==> src/sv/rdm_queued_message_stack_assert.svh <==
// ---------------------------------------------------------------------------
// rdm_queued_message_stack_assert.svh
// assertion macros shared by the queued message stack
// ---------------------------------------------------------------------------
`ifndef RDM_QUEUED_MESSAGE_STACK_ASSERT_SVH
`define RDM_QUEUED_MESSAGE_STACK_ASSERT_SVH

// same-cycle implication, sampled on clk, off during reset
`define RDM_ASSERT_NOW(label, ante, cons, msg) \
    label: assert property (@(posedge clk) disable iff (!rst_n) (ante) |-> (cons)) \
        else $error(msg);

// next-cycle implication, sampled on clk, off during reset
`define RDM_ASSERT_NEXT(label, ante, cons, msg) \
    label: assert property (@(posedge clk) disable iff (!rst_n) (ante) |=> (cons)) \
        else $error(msg);

`endif

==> src/sv/rdm_pkg.sv <==
`timescale 1ns / 1ps
// ---------------------------------------------------------------------------
// rdm_pkg
// types and codes of the queued message stack
// ---------------------------------------------------------------------------
package rdm_pkg;

    typedef enum logic [1:0] {
        REQ_STAGE  = 2'd0,
        REQ_COMMIT = 2'd1,
        REQ_GET    = 2'd2,
        REQ_NONE   = 2'd3
    } req_code_t;

    localparam logic [7:0]  STATUS_GET_LAST     = 8'd1;
    localparam logic [15:0] STATUS_MESSAGES_PID = 16'h0030;

    // slot header as stored in the header memory
    typedef struct packed {
        logic [7:0]  len;
        logic [15:0] pid;
        logic [7:0]  cls;
    } hdr_t;

endpackage

==> src/sv/rdm_hdr_mem.sv <==
`timescale 1ns / 1ps
// ---------------------------------------------------------------------------
// rdm_hdr_mem
// slot header memory, one write and one registered read port, with a
// valid bit per slot so that reset reads as a cleared header
// ---------------------------------------------------------------------------
module rdm_hdr_mem #(
    parameter int SLOT_COUNT = 16,
    parameter int SLOT_W     = 4
) (
    input  logic               clk,
    input  logic               rst_n,
    input  logic               wr_en,
    input  logic [SLOT_W-1:0]  wr_addr,
    input  rdm_pkg::hdr_t      wr_data,
    input  logic               rd_en,
    input  logic [SLOT_W-1:0]  rd_addr,
    output rdm_pkg::hdr_t      rd_data
);

    rdm_pkg::hdr_t           mem [SLOT_COUNT];
    logic [SLOT_COUNT-1:0]   vld_reg;
    rdm_pkg::hdr_t           rd_data_reg;
    logic                    rd_vld_reg;

    always_ff @(posedge clk)
    begin
        if (wr_en)
        begin
            mem[wr_addr] <= wr_data;
        end
        if (rd_en)
        begin
            rd_data_reg <= mem[rd_addr];
        end
    end

    always_ff @(posedge clk or negedge rst_n)
    begin
        if (!rst_n)
        begin
            vld_reg    <= '0;
            rd_vld_reg <= 1'b0;
        end
        else
        begin
            if (wr_en)
            begin
                vld_reg[wr_addr] <= 1'b1;
            end
            if (rd_en)
            begin
                rd_vld_reg <= vld_reg[rd_addr];
            end
        end
    end

    // never written slot reads as all zeros
    assign rd_data = rd_vld_reg ? rd_data_reg : '0;

endmodule

==> config.mk <==
export PLATFORM = sky130hd
export DESIGN_NAME = rdm_hdr_mem
export DESIGN_NICKNAME = d
export VERILOG_FILES = /design/src/sv/rdm_queued_message_stack_assert.svh /design/src/sv/rdm_pkg.sv /design/src/sv/rdm_hdr_mem.sv
export SDC_FILE = /design/constraint.sdc
export NUM_CORES = 1
export LEC_CHECK = 0
export ABC_AREA = 0
export CAP_MARGIN = 20
export CORE_MARGIN = 2
export CORE_UTILIZATION = 55
export CTS_BUF_LIST = sky130_fd_sc_hd__clkbuf_8
export DETAILED_ROUTE_END_ITERATION = 8
export DONT_BUFFER_PORTS = 1
export PLACE_DENSITY = 0.7
export SLEW_MARGIN = 40
export SYNTH_ARGS = -nofsm -noshare
export SYNTH_HDL_FRONTEND = slang
export SYNTH_SLANG_ARGS = --single-unit
export TNS_END_PERCENT = 5
==> constraint.sdc <==
create_clock -name clk -period 3.1 [get_ports clk]
set_input_delay 0.31 -clock clk [delete_from_list [all_inputs] [get_ports clk]]
set_output_delay 0.31 -clock clk [all_outputs]
set_load 0.03 [all_outputs]
==> reports/metrics.yaml <==
io_buffers: 0
timing.hold.worst.class: "in2reg"
drt-initial-drc-count: 703
gr-max-usage-layer: "met2"
setup-tns-final_ns: 0
dp.final_hpwl_um: 23140
worst_setup_sp_type: "flop"
tritoncts_num_sinks: 561
post_cts_buffers: 0
detail_route.wl_per_cell_um: 28.02
worst_setup_path_end_kind: "primary output"
die_width_um: 200.0
synthesis.area_per_instance_sq_um: 25.13
wire_length_of_the_first_global_routing_pass_um: 63110
critPathMaxFanout: 18
grt_overflow: 0
synthDistinctLibCells: 18
cp_data_required_time_ns: 2.79
finish.instance_area_sq_um: 23910
die-height_um: 200.0
syn_to_final_growth_pct: 13.12
cts-buffers-inserted: 87
dp_slack_ns: 1.009
placed_area_sq_um: 21930
cts.reportedPaths.clkPinSlew_ns: 0.06
io-pin-count: 76
power_total_mw: 15.03
synthesis.yosys.warnings: 0
grt_pass1_vias: 9693
globalRouteTotalUtil: 0.2255
maxCapViolCount: 0
antenna_found_initial: 2
worst-setup-path-type: "reg2out"
routed_via_density: 6.029
timing.final.hold_violations: 0
slew_headroom: 0.4688
std_cell_rows: 71
pin_count_of_the_biggest_net_entering_global_routing: 133
wirelength_um: 43120
setup_violations_final: 0
floorplan.core_area_sq_um: 37760
use_met3: 0.04788
grt_setup_unrepaired: "false"
use_met2: 0.3683
syn-cell-area_sq_um: 21140
post-route-worst-setup-slack_ns: 0.9118
mappedNetlistNets: 885
powerDensity_nw_per_um2: 628.8
ys_seq_elements: 561
clock_tree.htree_level_count: 3
leakage_power_nw: 7.544
finish.net_count: 998
worst_skew_pair.late_latency_ns: 0.64
worst-endpoint-arrival_ns: 1.88
timing.fmax_ghz: 0.4570
slew_viol_final: 0
period_needed_ns: 2.188
timing.clock.skew_ns: 0.03766
n_fill_cell: 2454
postSynthCellCount: 841
post-route-period-util: 0.7059
gpl.final_weighted_congestion: 0.7540
clock_tree.root_cell: "sky130_fd_sc_hd__clkbuf_8"
use_met1: 0.3138
synth-seq-area-share: 0.7930
outcome: "complete, no violations"
ctsLongestPathBuffers: 3
peak_supply_drop_mv: 0.3801
max_slew.worst_pin.slew_ns: 0.7942
share_of_layout_cells_above_drive_strength_1: 0.3340
vias: 9278
area_enclosed_by_the_die_boundary_sq_um: 40010
route.antenna.remaining_nets: 0
drc_viols: 0
dr.pass1.iters: 5
cts_tree: "built"
largest_register_ffs: 512
initial_utilization: 0.5598
==> power breakdown <==
part	leakage, nW	total, mW	switching (mW)	internal (mW)
Sequential	5.11	8.65	0.0908	8.56
Clock	0.869	5.42	2.73	2.69
Combinational	1.56	0.971	0.556	0.415
==> what timing repair did <==
action                                 CTS  global route
endpoints found under the hold margin  594            17
hold buffers                            38             1
resized for setup                        0             0
==> metal layers <==
metal	wire (um)	part of all wire	up-vias
met1	17180	0.40	4987
met2	22180	0.51	376
met3	3081	0.071	54
met4	669	0.016	2
met5	11	0.00026	-
li1	-	-	3859
==> synth_stat cells <==
cell                         n  share of area
sky130_fd_sc_hd__and2_1     32         0.0095
sky130_fd_sc_hd__buf_1       6         0.0011
sky130_fd_sc_hd__buf_2       7         0.0017
sky130_fd_sc_hd__buf_6       9         0.0048
sky130_fd_sc_hd__clkbuf_1   19         0.0034
sky130_fd_sc_hd__dfrtp_1    17          0.020
sky130_fd_sc_hd__edfxtp_1  544           0.77
sky130_fd_sc_hd__mux2_2      1        0.00053
sky130_fd_sc_hd__mux2i_1     3         0.0014
sky130_fd_sc_hd__mux4_2    164           0.17
sky130_fd_sc_hd__nand2_1     1        0.00018
sky130_fd_sc_hd__nand2b_1    2        0.00059
sky130_fd_sc_hd__nand3_1     1        0.00024
sky130_fd_sc_hd__nand3b_1    2        0.00071
sky130_fd_sc_hd__nor2_1     12         0.0021
sky130_fd_sc_hd__nor3_1      4        0.00095
sky130_fd_sc_hd__or2_2      16         0.0047
sky130_fd_sc_hd__or3b_2      1        0.00041
==> layout by cell type, fill, tap and decap left out, drive strengths merged, types with 3 or more instances in the layout <==
master | netlist | final
edfxtp | 544 | 544
and2 | 32 | 32
dlygate4sd3 | 0 | 35
buf | 22 | 30
clkinv | 0 | 48
nor3 | 4 | 4
inv | 0 | 20
clkbuf | 19 | 89
mux2i | 3 | 3
clkinvlp | 0 | 5
dfrtp | 17 | 17
mux4 | 164 | 164
nor2 | 12 | 12
or2 | 16 | 16
==> layout make-up <==
| cell class | instances | area (sq um) | area share |
|---|---|---|---|
| Antenna cell | 1 | 2.502 | 0.0001047 |
| Clock buffer | 89 | 1225 | 0.05123 |
| Clock inverter | 73 | 317.8 | 0.01329 |
| Multi-Input combinational cell | 239 | 4262 | 0.1782 |
| Sequential cell | 561 | 16760 | 0.7011 |
| Tap cell | 511 | 639.4 | 0.02674 |
| Timing Repair Buffer | 65 | 700.7 | 0.02931 |
==> per-stage QoR <==
step	utilization	hold WS, ns	instances
5_1_grt	0.6333	0.003680	1539
6_report	0.6333	0.04786	1539
2_1_floorplan	-	0.01441	841
3_5_place_dp	0.5809	0.01589	1337
3_3_place_gp	0.5809	0.01593	1337
4_1_cts	0.6331	0.0009351	1537
==> cells by family after synthesis <==
group                  share of synthesized area
buffers and inverters                    0.01089
flip-flops                                0.7930
multiplexers                              0.1767
AND/OR/NAND/NOR                          0.01942
==> worst max-delay path, cell delays in order (launching register included) <==
cell and delay (ns):
sky130_fd_sc_hd__dfrtp_2 0.67, sky130_fd_sc_hd__buf_12 0.23, sky130_fd_sc_hd__and2_1 0.34
==> worst paths after layout <==
kind / start / slack, ns / cells past startpoint / end
max reg2reg: mem[3][31] / 1.42 / 2 / rd_data_reg[31]
min reg2reg: vld_reg[12] / 0.47 / 1 / vld_reg[12]
max: rd_vld_reg / 0.91 / 2 / rd_data[10]
min: rd_addr[2] / 0.05 / 1 / rd_data_reg[8]
min in group asynchronous: rst_n / 0.17 / 2 / vld_reg[14]
max in group asynchronous: rst_n / 2.59 / 2 / rd_vld_reg
Power figures use the tool's default switching activity.
